<file path="src/rtl/tbrw_pkg.sv">
// Shared types and constants of the tiled blit rectangle walker.
// No dependencies.
package tbrw_pkg;

    localparam int COORD_BITS = 12;
    localparam int TILE_BITS  = COORD_BITS + 8;
    localparam int SCALE_BITS = 16;
    localparam int POS_BITS   = 16;
    localparam int NUM_BITS   = 2 * COORD_BITS;
    localparam int DIV_CNT_W  = $clog2(NUM_BITS);
    localparam int CFG_IDX_W  = 3;
    localparam int CFG_DATA_W = SCALE_BITS;
    localparam int JOB_DEPTH  = 2;
    localparam int JOB_PTR_W  = $clog2(JOB_DEPTH);

    localparam logic [CFG_IDX_W-1:0] CFG_PATTERN_X = 3'd0;
    localparam logic [CFG_IDX_W-1:0] CFG_PATTERN_Y = 3'd1;
    localparam logic [CFG_IDX_W-1:0] CFG_PATTERN_W = 3'd2;
    localparam logic [CFG_IDX_W-1:0] CFG_PATTERN_H = 3'd3;
    localparam logic [CFG_IDX_W-1:0] CFG_SCALE_Q8  = 3'd4;

    localparam logic REQ_START = 1'b0;
    localparam logic REQ_NEXT  = 1'b1;

    localparam logic [SCALE_BITS-1:0] SCALE_RESET = 16'h0100;

    // One tile as the front hands it to the back.
    typedef struct packed {
        logic                  valid;
        logic                  last;
        logic [POS_BITS-1:0]   place_x;
        logic [POS_BITS-1:0]   place_y;
        logic [COORD_BITS-1:0] place_w;
        logic [COORD_BITS-1:0] place_h;
        logic [TILE_BITS-1:0]  tile_w;
        logic [TILE_BITS-1:0]  tile_h;
    } t_job;

    // One finished result item.
    typedef struct packed {
        logic                  tile_valid;
        logic [COORD_BITS-1:0] cut_x;
        logic [COORD_BITS-1:0] cut_y;
        logic [COORD_BITS-1:0] cut_w;
        logic [COORD_BITS-1:0] cut_h;
        logic [POS_BITS-1:0]   place_x;
        logic [POS_BITS-1:0]   place_y;
        logic [COORD_BITS-1:0] place_w;
        logic [COORD_BITS-1:0] place_h;
        logic                  last_tile;
    } t_result;

endpackage

</file>
<file path="src/rtl/tbrw_front.sv">
// Front of the walker: accepts requests, latches the area and tile size,
// walks the offsets and emits one job per request. Depends on tbrw_pkg.
module tbrw_front
    import tbrw_pkg::*;
(
    input  logic                  i_clk,
    input  logic                  i_rst_n,
    input  logic                  i_push,
    output logic                  o_full,
    input  logic                  i_req_type,
    input  logic [POS_BITS-1:0]   i_area_x,
    input  logic [POS_BITS-1:0]   i_area_y,
    input  logic [COORD_BITS-1:0] i_area_w,
    input  logic [COORD_BITS-1:0] i_area_h,
    input  logic [COORD_BITS-1:0] i_pattern_w,
    input  logic [COORD_BITS-1:0] i_pattern_h,
    input  logic [SCALE_BITS-1:0] i_scale,
    output logic                  o_job_push,
    output t_job                  o_job,
    input  logic                  i_job_full
);

    localparam logic [1:0] F_IDLE = 2'd0;
    localparam logic [1:0] F_MULW = 2'd1;
    localparam logic [1:0] F_MULH = 2'd2;
    localparam logic [1:0] F_EMIT = 2'd3;

    logic [1:0]            r_state, n_state;
    logic                  r_walking, n_walking;
    logic [POS_BITS-1:0]   r_area_x, r_area_y;
    logic [COORD_BITS-1:0] r_area_w, r_area_h;
    logic [TILE_BITS-1:0]  r_tile_w, r_tile_h;
    logic [COORD_BITS-1:0] r_off_x, n_off_x, r_off_y, n_off_y;

    logic [COORD_BITS+SCALE_BITS-1:0] prod;
    logic [COORD_BITS-1:0]            mul_a;
    logic [COORD_BITS-1:0]            rem_w, rem_h, pw, ph;
    logic [TILE_BITS:0]               nx, ny;
    logic                             last;

    assign o_full = (r_state != F_IDLE);

    // One multiplier, shared by width and height.
    assign mul_a = (r_state == F_MULW) ? i_pattern_w : i_pattern_h;
    assign prod  = mul_a * i_scale;

    assign rem_w = r_area_w - r_off_x;
    assign rem_h = r_area_h - r_off_y;
    assign pw    = (r_tile_w < {8'd0, rem_w}) ? r_tile_w[COORD_BITS-1:0] : rem_w;
    assign ph    = (r_tile_h < {8'd0, rem_h}) ? r_tile_h[COORD_BITS-1:0] : rem_h;
    assign ny    = {1'b0, r_tile_h} + (TILE_BITS+1)'(r_off_y);
    assign nx    = {1'b0, r_tile_w} + (TILE_BITS+1)'(r_off_x);

    always_comb begin
        n_state   = r_state;
        n_walking = r_walking;
        n_off_x   = r_off_x;
        n_off_y   = r_off_y;
        last      = 1'b0;
        o_job_push = 1'b0;
        o_job      = '0;
        unique case (r_state)
            F_IDLE: begin
                if (i_push) begin
                    n_state = (i_req_type == REQ_START) ? F_MULW : F_EMIT;
                end
            end
            F_MULW: begin
                n_state = F_MULH;
                n_off_x = '0;
                n_off_y = '0;
            end
            F_MULH: begin
                n_state   = F_EMIT;
                n_walking = (r_tile_w != '0) && (prod[COORD_BITS+15:8] != '0) &&
                            (r_area_w != '0) && (r_area_h != '0);
            end
            F_EMIT: begin
                if (!i_job_full) begin
                    o_job_push = 1'b1;
                    n_state    = F_IDLE;
                    if (r_walking) begin
                        // Column-major: step down first, then to the next column.
                        if (ny < (TILE_BITS+1)'(r_area_h)) begin
                            n_off_y = ny[COORD_BITS-1:0];
                        end else begin
                            n_off_y = '0;
                            if (nx < (TILE_BITS+1)'(r_area_w)) begin
                                n_off_x = nx[COORD_BITS-1:0];
                            end else begin
                                n_off_x   = '0;
                                n_walking = 1'b0;
                                last      = 1'b1;
                            end
                        end
                        o_job.valid   = 1'b1;
                        o_job.last    = last;
                        o_job.place_x = r_area_x + POS_BITS'(r_off_x);
                        o_job.place_y = r_area_y + POS_BITS'(r_off_y);
                        o_job.place_w = pw;
                        o_job.place_h = ph;
                        o_job.tile_w  = r_tile_w;
                        o_job.tile_h  = r_tile_h;
                    end
                end
            end
            default: n_state = F_IDLE;
        endcase
    end

    always_ff @(posedge i_clk) begin
        if (!i_rst_n) begin
            r_state   <= F_IDLE;
            r_walking <= 1'b0;
            r_area_x  <= '0;
            r_area_y  <= '0;
            r_area_w  <= '0;
            r_area_h  <= '0;
            r_tile_w  <= '0;
            r_tile_h  <= '0;
            r_off_x   <= '0;
            r_off_y   <= '0;
        end else begin
            r_state   <= n_state;
            r_walking <= n_walking;
            r_off_x   <= n_off_x;
            r_off_y   <= n_off_y;
            if (r_state == F_IDLE && i_push && i_req_type == REQ_START) begin
                r_area_x <= i_area_x;
                r_area_y <= i_area_y;
                r_area_w <= i_area_w;
                r_area_h <= i_area_h;
            end
            if (r_state == F_MULW) begin
                r_tile_w <= prod[COORD_BITS+15:8];
            end
            if (r_state == F_MULH) begin
                r_tile_h <= prod[COORD_BITS+15:8];
            end
        end
    end

endmodule

</file>
<file path="src/rtl/tbrw_job_fifo.sv">
// Short queue of jobs between the front and the back of the walker.
// Depends on tbrw_pkg.
module tbrw_job_fifo
    import tbrw_pkg::*;
(
    input  logic i_clk,
    input  logic i_rst_n,
    input  logic i_push,
    input  t_job i_job,
    output logic o_full,
    input  logic i_pop,
    output t_job o_job,
    output logic o_empty
);

    t_job                 r_slot [JOB_DEPTH];
    logic [JOB_PTR_W-1:0] r_wr, r_rd;
    logic [JOB_PTR_W:0]   r_count;
    logic                 do_push, do_pop;

    assign o_full  = (r_count == (JOB_PTR_W+1)'(JOB_DEPTH));
    assign o_empty = (r_count == '0);
    assign o_job   = r_slot[r_rd];
    assign do_push = i_push && !o_full;
    assign do_pop  = i_pop && !o_empty;

    always_ff @(posedge i_clk) begin
        if (do_push) begin
            r_slot[r_wr] <= i_job;
        end
    end

    always_ff @(posedge i_clk) begin
        if (!i_rst_n) begin
            r_wr    <= '0;
            r_rd    <= '0;
            r_count <= '0;
        end else begin
            if (do_push) begin
                r_wr <= (r_wr == JOB_PTR_W'(JOB_DEPTH-1)) ? '0 : r_wr + 1'b1;
            end
            if (do_pop) begin
                r_rd <= (r_rd == JOB_PTR_W'(JOB_DEPTH-1)) ? '0 : r_rd + 1'b1;
            end
            r_count <= r_count + (JOB_PTR_W+1)'(do_push) - (JOB_PTR_W+1)'(do_pop);
        end
    end

endmodule

</file>
<file path="src/rtl/tbrw_back.sv">
// Back of the walker: scales the source size of each job with a shared
// radix-2 divider and holds the finished result. Depends on tbrw_pkg.
module tbrw_back
    import tbrw_pkg::*;
(
    input  logic                  i_clk,
    input  logic                  i_rst_n,
    input  logic [COORD_BITS-1:0] i_pattern_x,
    input  logic [COORD_BITS-1:0] i_pattern_y,
    input  logic [COORD_BITS-1:0] i_pattern_w,
    input  logic [COORD_BITS-1:0] i_pattern_h,
    input  t_job                  i_job,
    input  logic                  i_job_empty,
    output logic                  o_job_pop,
    input  logic                  i_pop,
    output logic                  o_empty,
    output t_result               o_result
);

    localparam logic [1:0] B_IDLE = 2'd0;
    localparam logic [1:0] B_MUL  = 2'd1;
    localparam logic [1:0] B_DIV  = 2'd2;
    localparam logic [1:0] B_DONE = 2'd3;

    logic [1:0]            r_state;
    logic                  r_dim;
    t_job                  r_job;
    logic [NUM_BITS-1:0]   r_num;
    logic [TILE_BITS-1:0]  r_rem;
    logic [DIV_CNT_W-1:0]  r_cnt;
    logic [COORD_BITS-1:0] r_cut_w, r_cut_h;
    logic                  r_out_valid;
    t_result               r_out;

    logic [COORD_BITS-1:0] part, pat;
    logic [TILE_BITS-1:0]  den;
    logic [NUM_BITS-1:0]   prod;
    logic [TILE_BITS:0]    trial, diff;
    logic                  ge, load_out;

    assign part  = r_dim ? r_job.place_h : r_job.place_w;
    assign pat   = r_dim ? i_pattern_h : i_pattern_w;
    assign den   = r_dim ? r_job.tile_h : r_job.tile_w;
    assign prod  = part * pat;
    assign trial = {r_rem, r_num[NUM_BITS-1]};
    assign diff  = trial - {1'b0, den};
    assign ge    = (trial >= {1'b0, den});

    assign o_job_pop = (r_state == B_IDLE) && !i_job_empty;
    assign load_out  = (r_state == B_DONE) && (!r_out_valid || i_pop);
    assign o_empty   = !r_out_valid;
    assign o_result  = r_out;

    always_ff @(posedge i_clk) begin
        if (!i_rst_n) begin
            r_state     <= B_IDLE;
            r_dim       <= 1'b0;
            r_cnt       <= '0;
            r_out_valid <= 1'b0;
        end else begin
            unique case (r_state)
                B_IDLE: begin
                    if (!i_job_empty) begin
                        r_state <= B_MUL;
                        r_dim   <= 1'b0;
                    end
                end
                B_MUL: begin
                    r_cnt <= '0;
                    if (!r_job.valid) begin
                        r_state <= B_DONE;
                    end else if ({8'd0, part} == den) begin
                        // Full tile: the source size passes unscaled.
                        r_dim   <= 1'b1;
                        r_state <= r_dim ? B_DONE : B_MUL;
                    end else begin
                        r_state <= B_DIV;
                    end
                end
                B_DIV: begin
                    r_cnt <= r_cnt + 1'b1;
                    if (r_cnt == DIV_CNT_W'(NUM_BITS-1)) begin
                        r_dim   <= 1'b1;
                        r_state <= r_dim ? B_DONE : B_MUL;
                    end
                end
                B_DONE: begin
                    if (load_out) begin
                        r_state <= B_IDLE;
                    end
                end
                default: r_state <= B_IDLE;
            endcase
            if (load_out) begin
                r_out_valid <= 1'b1;
            end else if (i_pop) begin
                r_out_valid <= 1'b0;
            end
        end
    end

    // Datapath: job, divider and result registers.
    always_ff @(posedge i_clk) begin
        if (o_job_pop) begin
            r_job <= i_job;
        end
        if (r_state == B_MUL) begin
            r_num <= prod;
            r_rem <= '0;
            if (!r_job.valid) begin
                r_cut_w <= '0;
                r_cut_h <= '0;
            end else if ({8'd0, part} == den) begin
                if (r_dim) begin
                    r_cut_h <= pat;
                end else begin
                    r_cut_w <= pat;
                end
            end
        end
        if (r_state == B_DIV) begin
            r_rem <= ge ? diff[TILE_BITS-1:0] : trial[TILE_BITS-1:0];
            r_num <= {r_num[NUM_BITS-2:0], ge};
            if (r_cnt == DIV_CNT_W'(NUM_BITS-1)) begin
                if (r_dim) begin
                    r_cut_h <= {r_num[COORD_BITS-2:0], ge};
                end else begin
                    r_cut_w <= {r_num[COORD_BITS-2:0], ge};
                end
            end
        end
        if (load_out) begin
            r_out.tile_valid <= r_job.valid;
            r_out.cut_x      <= r_job.valid ? i_pattern_x : '0;
            r_out.cut_y      <= r_job.valid ? i_pattern_y : '0;
            r_out.cut_w      <= r_cut_w;
            r_out.cut_h      <= r_cut_h;
            r_out.place_x    <= r_job.place_x;
            r_out.place_y    <= r_job.place_y;
            r_out.place_w    <= r_job.place_w;
            r_out.place_h    <= r_job.place_h;
            r_out.last_tile  <= r_job.last;
        end
    end

endmodule

</file>
<file path="src/rtl/tiled_blit_rectangle_walker_core.sv">
// Top level of the tiled blit rectangle walker: configuration registers,
// front, job queue and back. Depends on tbrw_pkg and the three submodules.
//
// Use: write pattern_x/y/w/h and scale_q8 through i_cfg_we/i_cfg_idx/i_cfg_data
// while the block is idle (indexes 0 to 4, other indexes are dropped).
// Push a start request (req_type 0) with the destination rectangle, then push
// next requests (req_type 1); each request gives exactly one result item on
// the output queue, in request order. A result with tile_valid low marks the
// end of the walk or an empty one; all its other fields read zero.
// Input side: an item is taken when push is high and full is low. The front
// takes one item at a time: full stays high through states MULW, MULH and
// EMIT on a start, through EMIT on a next, and while the job queue is full.
// Output side: the result shows while empty is low and leaves on pop.
// The back takes one job at a time: per dimension it multiplies and, if the
// tile is clipped there, runs the shared radix-2 divider; a full tile or an
// empty result skips the divider. The front can accept new requests while
// the back is still busy with earlier ones.
// A two-entry job queue and the result register let the front run ahead
// while the receiver stalls; a stalled receiver holds its result as it is.
// Reset (synchronous, active low) clears the walk, empties both queues and
// loads the configuration reset values (scale 1.0, all else zero).
module tiled_blit_rectangle_walker_core
    import tbrw_pkg::*;
(
    input  logic                  i_clk,
    input  logic                  i_rst_n,
    input  logic                  i_cfg_we,
    input  logic [CFG_IDX_W-1:0]  i_cfg_idx,
    input  logic [CFG_DATA_W-1:0] i_cfg_data,
    input  logic                  push,
    output logic                  full,
    input  logic                  i_req_type,
    input  logic [POS_BITS-1:0]   i_area_x,
    input  logic [POS_BITS-1:0]   i_area_y,
    input  logic [COORD_BITS-1:0] i_area_w,
    input  logic [COORD_BITS-1:0] i_area_h,
    output logic                  empty,
    input  logic                  pop,
    output logic                  o_tile_valid,
    output logic [COORD_BITS-1:0] o_cut_x,
    output logic [COORD_BITS-1:0] o_cut_y,
    output logic [COORD_BITS-1:0] o_cut_w,
    output logic [COORD_BITS-1:0] o_cut_h,
    output logic [POS_BITS-1:0]   o_place_x,
    output logic [POS_BITS-1:0]   o_place_y,
    output logic [COORD_BITS-1:0] o_place_w,
    output logic [COORD_BITS-1:0] o_place_h,
    output logic                  o_last_tile
);

    logic [COORD_BITS-1:0] r_pattern_x, r_pattern_y, r_pattern_w, r_pattern_h;
    logic [SCALE_BITS-1:0] r_scale;

    logic    job_push, job_full, job_pop, job_empty;
    t_job    job_in, job_out;
    t_result result;

    // Configuration registers; write them only while the block is idle.
    always_ff @(posedge i_clk) begin
        if (!i_rst_n) begin
            r_pattern_x <= '0;
            r_pattern_y <= '0;
            r_pattern_w <= '0;
            r_pattern_h <= '0;
            r_scale     <= SCALE_RESET;
        end else if (i_cfg_we) begin
            unique case (i_cfg_idx)
                CFG_PATTERN_X: r_pattern_x <= i_cfg_data[COORD_BITS-1:0];
                CFG_PATTERN_Y: r_pattern_y <= i_cfg_data[COORD_BITS-1:0];
                CFG_PATTERN_W: r_pattern_w <= i_cfg_data[COORD_BITS-1:0];
                CFG_PATTERN_H: r_pattern_h <= i_cfg_data[COORD_BITS-1:0];
                CFG_SCALE_Q8:  r_scale     <= i_cfg_data[SCALE_BITS-1:0];
                default: ;  // drop writes to unused indexes
            endcase
        end
    end

    // Front: classify the request, walk offsets, emit one job.
    tbrw_front u_front (
        .i_clk       (i_clk),
        .i_rst_n     (i_rst_n),
        .i_push      (push),
        .o_full      (full),
        .i_req_type  (i_req_type),
        .i_area_x    (i_area_x),
        .i_area_y    (i_area_y),
        .i_area_w    (i_area_w),
        .i_area_h    (i_area_h),
        .i_pattern_w (r_pattern_w),
        .i_pattern_h (r_pattern_h),
        .i_scale     (r_scale),
        .o_job_push  (job_push),
        .o_job       (job_in),
        .i_job_full  (job_full)
    );

    // Hold jobs so the front can run ahead of the divider.
    tbrw_job_fifo u_job_fifo (
        .i_clk   (i_clk),
        .i_rst_n (i_rst_n),
        .i_push  (job_push),
        .i_job   (job_in),
        .o_full  (job_full),
        .i_pop   (job_pop),
        .o_job   (job_out),
        .o_empty (job_empty)
    );

    // Back: scale source sizes and hold the result for the receiver.
    tbrw_back u_back (
        .i_clk       (i_clk),
        .i_rst_n     (i_rst_n),
        .i_pattern_x (r_pattern_x),
        .i_pattern_y (r_pattern_y),
        .i_pattern_w (r_pattern_w),
        .i_pattern_h (r_pattern_h),
        .i_job       (job_out),
        .i_job_empty (job_empty),
        .o_job_pop   (job_pop),
        .i_pop       (pop),
        .o_empty     (empty),
        .o_result    (result)
    );

    assign o_tile_valid = result.tile_valid;
    assign o_cut_x      = result.cut_x;
    assign o_cut_y      = result.cut_y;
    assign o_cut_w      = result.cut_w;
    assign o_cut_h      = result.cut_h;
    assign o_place_x    = result.place_x;
    assign o_place_y    = result.place_y;
    assign o_place_w    = result.place_w;
    assign o_place_h    = result.place_h;
    assign o_last_tile  = result.last_tile;

endmodule

</file>
<file path="config.mk">
export PLATFORM = sky130hd
export DESIGN_NAME = tiled_blit_rectangle_walker_core
export DESIGN_NICKNAME = d
export VERILOG_FILES = /design/src/rtl/tbrw_pkg.sv /design/src/rtl/tbrw_front.sv /design/src/rtl/tbrw_job_fifo.sv /design/src/rtl/tbrw_back.sv /design/src/rtl/tiled_blit_rectangle_walker_core.sv
export SDC_FILE = /design/constraint.sdc
export NUM_CORES = 2
export LEC_CHECK = 0
export BUFFER_PORTS_ARGS = -buffer_cell sky130_fd_sc_hd__buf_4
export CORE_MARGIN = 1.5
export CORE_UTILIZATION = 57
export CTS_BUF_LIST = sky130_fd_sc_hd__clkbuf_8
export CTS_CLUSTER_DIAMETER = 40
export CTS_CLUSTER_SIZE = 14
export DETAILED_ROUTE_END_ITERATION = 16
export GPL_ROUTABILITY_DRIVEN = 0
export PLACE_DENSITY = 0.73
export REMOVE_ABC_BUFFERS = 1
export SLEW_MARGIN = 20
export SYNTH_ARGS = -nofsm -noshare
export SYNTH_HDL_FRONTEND = slang
export SYNTH_SLANG_ARGS = --single-unit
</file>
<file path="constraint.sdc">
create_clock -name i_clk -period 14.9 [get_ports i_clk]
set_input_delay 0 -clock i_clk [delete_from_list [all_inputs] [get_ports i_clk]]
set_output_delay 0 -clock i_clk [all_outputs]
set_load 0.01 [all_outputs]
</file>
==> metrics.md <==
| Metric | Value |
|---|---|
| Synth-to-Final Area Change | `15.2%` |
| Ys async rst share | `0` |
| Drc violations | `0` |
| Worst Clk Skew | `0.0828 ns` |
| HPWL after DPL | `71600 um` |
| Leading area contributor after synthesis | `edfxtp_1` |
| Core ar. | `71500 um2` |
| Multi-input gate area | `21200 um2` |
| Final WS setup | `7.35 ns` |
| Most common cell after layout, fill and taps aside | `nand2_1` |
| CP Data Required Time | `15.35 ns` |
| Number of global-route vias before repair | `29600` |
| Clk pwr share | `0.266` |
| Hold Path Class | `input port to register` |
| Share of post-route cells with drive strength above 1 | `0.129` |
| GRT Total Usage | `0.280` |
| Initial Utilization | `0.575` |
| Max Root-Sink Buffers | `3` |
| Critical Path End Type | `register` |
| Tcrit/Tclk final | `0.507` |
| Sw frac | `0.353` |
| Number of fill cells | `5399` |
| Post-Place Worst Slack | `7.53 ns` |
| First-pass GRT wire length | `162000 um` |
| Critical Path End | `u_back.r_num[23]` |
| Outcome | `complete, no violations` |
| Htree depth | `3` |
| Sequential cell area | `17800 um2` |
| Largest net degree at the start of global routing | `72` |
| Cell area after layout | `47400 um2` |
| Post-synth EDFFs | `444` |
| Clk slew on worst S/H paths | `0.09 ns` |
| CTS Buf Count | `91` |
| Sink Count | `668` |
| DIE AREA | `73700 um2` |
| Worst reg2reg endpoint | `u_back.r_num[23]` |
| Grt ovf | `0` |
| Via density | `5.67` |
| Max_cap viols | `0` |
| Setup repair after global routing missed its margin | `false` |
| RR Startpoint | `u_back.r_dim` |
| Setup CP Type | `register to register` |
| # rows | `98` |
| Slew HR | `0.259` |
| Mapped Area | `41100 um2` |
| TritonRoute pass-1 iters | `6` |
| Final Hold Vio Count | `0` |
| Via count | `29800` |
| Final setup violation count | `0` |
| Clk_lat worst skew | `0.74 ns` |
| Min cycle time layout | `7.55 ns` |
| Clock tree root driver cell | `clkbuf_8` |
| #FFs+latches synth | `668` |
| Worst VDD drop | `0.106 mV` |
| Worst path arrival time | `8.00 ns` |
| Die W | `272 um` |
| Pwr per Cell Area | `126 nW/um2` |
| Die Y | `272 um` |
| Drt first-iter violations | `2355` |
| Postcts setup bufs | `0` |
| Avg WL per Cell | `19.6 um` |
| Reg power frac | `0.424` |
| Synth top area share | `0.324` |
| Distinct cells, synth | `76` |
| Total net switching power | `2.11 mW` |
| Ys Warns | `0` |
| Crit start category | `register` |
| Post-synthesis cell count | `3899` |
| Pwr Total | `5.99 mW` |
| Logic pwr share | `0.310` |
| Flop-to-flop setup slack | `7.35 ns` |
| Initial antenna violation count | `2` |
| IO buf count | `188` |
| Cell-internal power | `3.88 mW` |
| Max-slew violations | `0` |
| Placed cell area | `43400 um2` |
| Crit-path max FO | `42` |
| Cells taking the most area after synthesis | `edfxtp_1, fa_1, dfxtp_1` |
| CTS resizes | `0` |
| Pleak | `19.7 nW` |
| TNS Setup | `0 ns` |
| # nets final | `4839` |
| Syn Area/Cell | `10.5 um2` |
| Most frequent cells in the layout | `nand2_1, edfxtp_1, inv_1` |
| Sequential fraction of the synthesis area | `0.433` |
| CTS tree | `yes` |
| IO Count | `189` |
| Slew @ Worst Pin | `1.08 ns` |
| Remaining antenna violation count after routing | `0` |
| Routed WL | `103000 um` |
| Fin util | `0.662` |
| Worst Reg-to-Reg Cells | `21` |
| Peak Freq | `0.132 GHz` |
| Setup crit start | `u_back.r_dim` |
| Ys flop type | `edfxtp_1` |
## cell type report
type,instances,area share
Multi-Input combinational cell,2654,0.447
Clock buffer,93,0.0270
Clock inverter,76,0.0170
Tap cell,950,0.0251
Timing Repair Buffer,406,0.0745
Inverter,420,0.0334
Antenna cell,1,0.0000528
Sequential cell,668,0.376
## power by group through the flow
stage               clock network [mW]  registers [mW]  logic, mW
floorplan                            0            2.53       1.26
global placement                     0            2.57       1.73
detailed placement                   0            2.58       1.75
CTS                               1.62            2.54       1.83
global route                      1.69            2.56       2.03
finish                            1.59            2.54       1.86
## per-stage QoR
stage	cells	hold slack (ns)
2_1_floorplan	3742	0.0718
3_3_place_gp	4907	0.247
3_5_place_dp	4907	0.254
4_1_cts	5267	0.0532
5_1_grt	5268	0.107
6_report	5268	0.116
## routing by layer
layer / wire length, um / GRT usage
met5: 0 / 0
met2: 48800 / 0.460
met3: 7500 / 0.0467
met4: 3870 / 0.113
met1: 42900 / 0.371
## critical path: stages (launching register included)
cell	delay, ns
dfxtp_2	0.63
buf_4	0.70
mux2_2	0.53
nand2_1	0.11
fa_1	0.44
fa_1	0.55
inv_1	0.05
fa_1	0.53
inv_1	0.06
fa_1	0.52
inv_1	0.05
fa_1	0.48
ha_1	0.38
a21o_1	0.20
a21oi_1	0.18
o21ai_0	0.10
a21o_1	0.19
o41ai_1	0.86
o311a_1	0.33
a31oi_1	0.11
xnor2_1	0.18
o21ai_0	0.08
## state kept, by name (all words and copies together), names as in the netlist, 16 cells and up
name               count
u_job_fifo.r_slot    196
u_back.o_result      106
u_back.r_job          98
u_back.r_num          24
u_back.r_rem          20
u_front.r_tile_h      20
u_front.r_tile_w      20
r_scale               16
u_front.r_area_x      16
u_front.r_area_y      16
## cell usage after synthesis, types with 39 or more instances
master and n:
and3_1 41, ha_1 271, nand2_1 570, dfxtp_1 224, o21ai_0 95, nand3_1 39, fa_1 246, a21oi_1 228
nor2_1 246, and2_1 111, mux2i_1 103, edfxtp_1 444, xnor2_1 86, inv_1 418, mux2_2 149, clkbuf_1 137
## worst min-delay path by stage
stage / startpoint / end / slack (ns) / cells after the start
3_5_place_dp: i_area_y[15] / u_front.r_area_y[15] / 0.25 / 3
2_1_floorplan: i_rst_n / r_scale[8] / 0.07 / 1
5_1_grt: i_cfg_data[0] / r_pattern_w[0] / 0.11 / 4
4_1_cts: i_cfg_data[3] / r_pattern_w[3] / 0.05 / 4
6_report: i_cfg_data[0] / r_pattern_w[0] / 0.12 / 4
3_3_place_gp: i_area_y[15] / u_front.r_area_y[15] / 0.25 / 3
## kinds of logic after synthesis
family | after synthesis | share of synthesized area
buf+inv | 577 | 0.0530
simple gates | 1171 | 0.128
flops | 668 | 0.433
mux | 252 | 0.0659
fa+ha+maj | 517 | 0.202
xor+xnor | 122 | 0.0260
compound gates | 592 | 0.0915
## what timing repair did
item / CTS / global route
endpoints found under the setup margin: 0 / 0
hold endpoints to repair: 157 / 0
hold buffers: 191 / 0
Power figures use the tool's default switching activity.
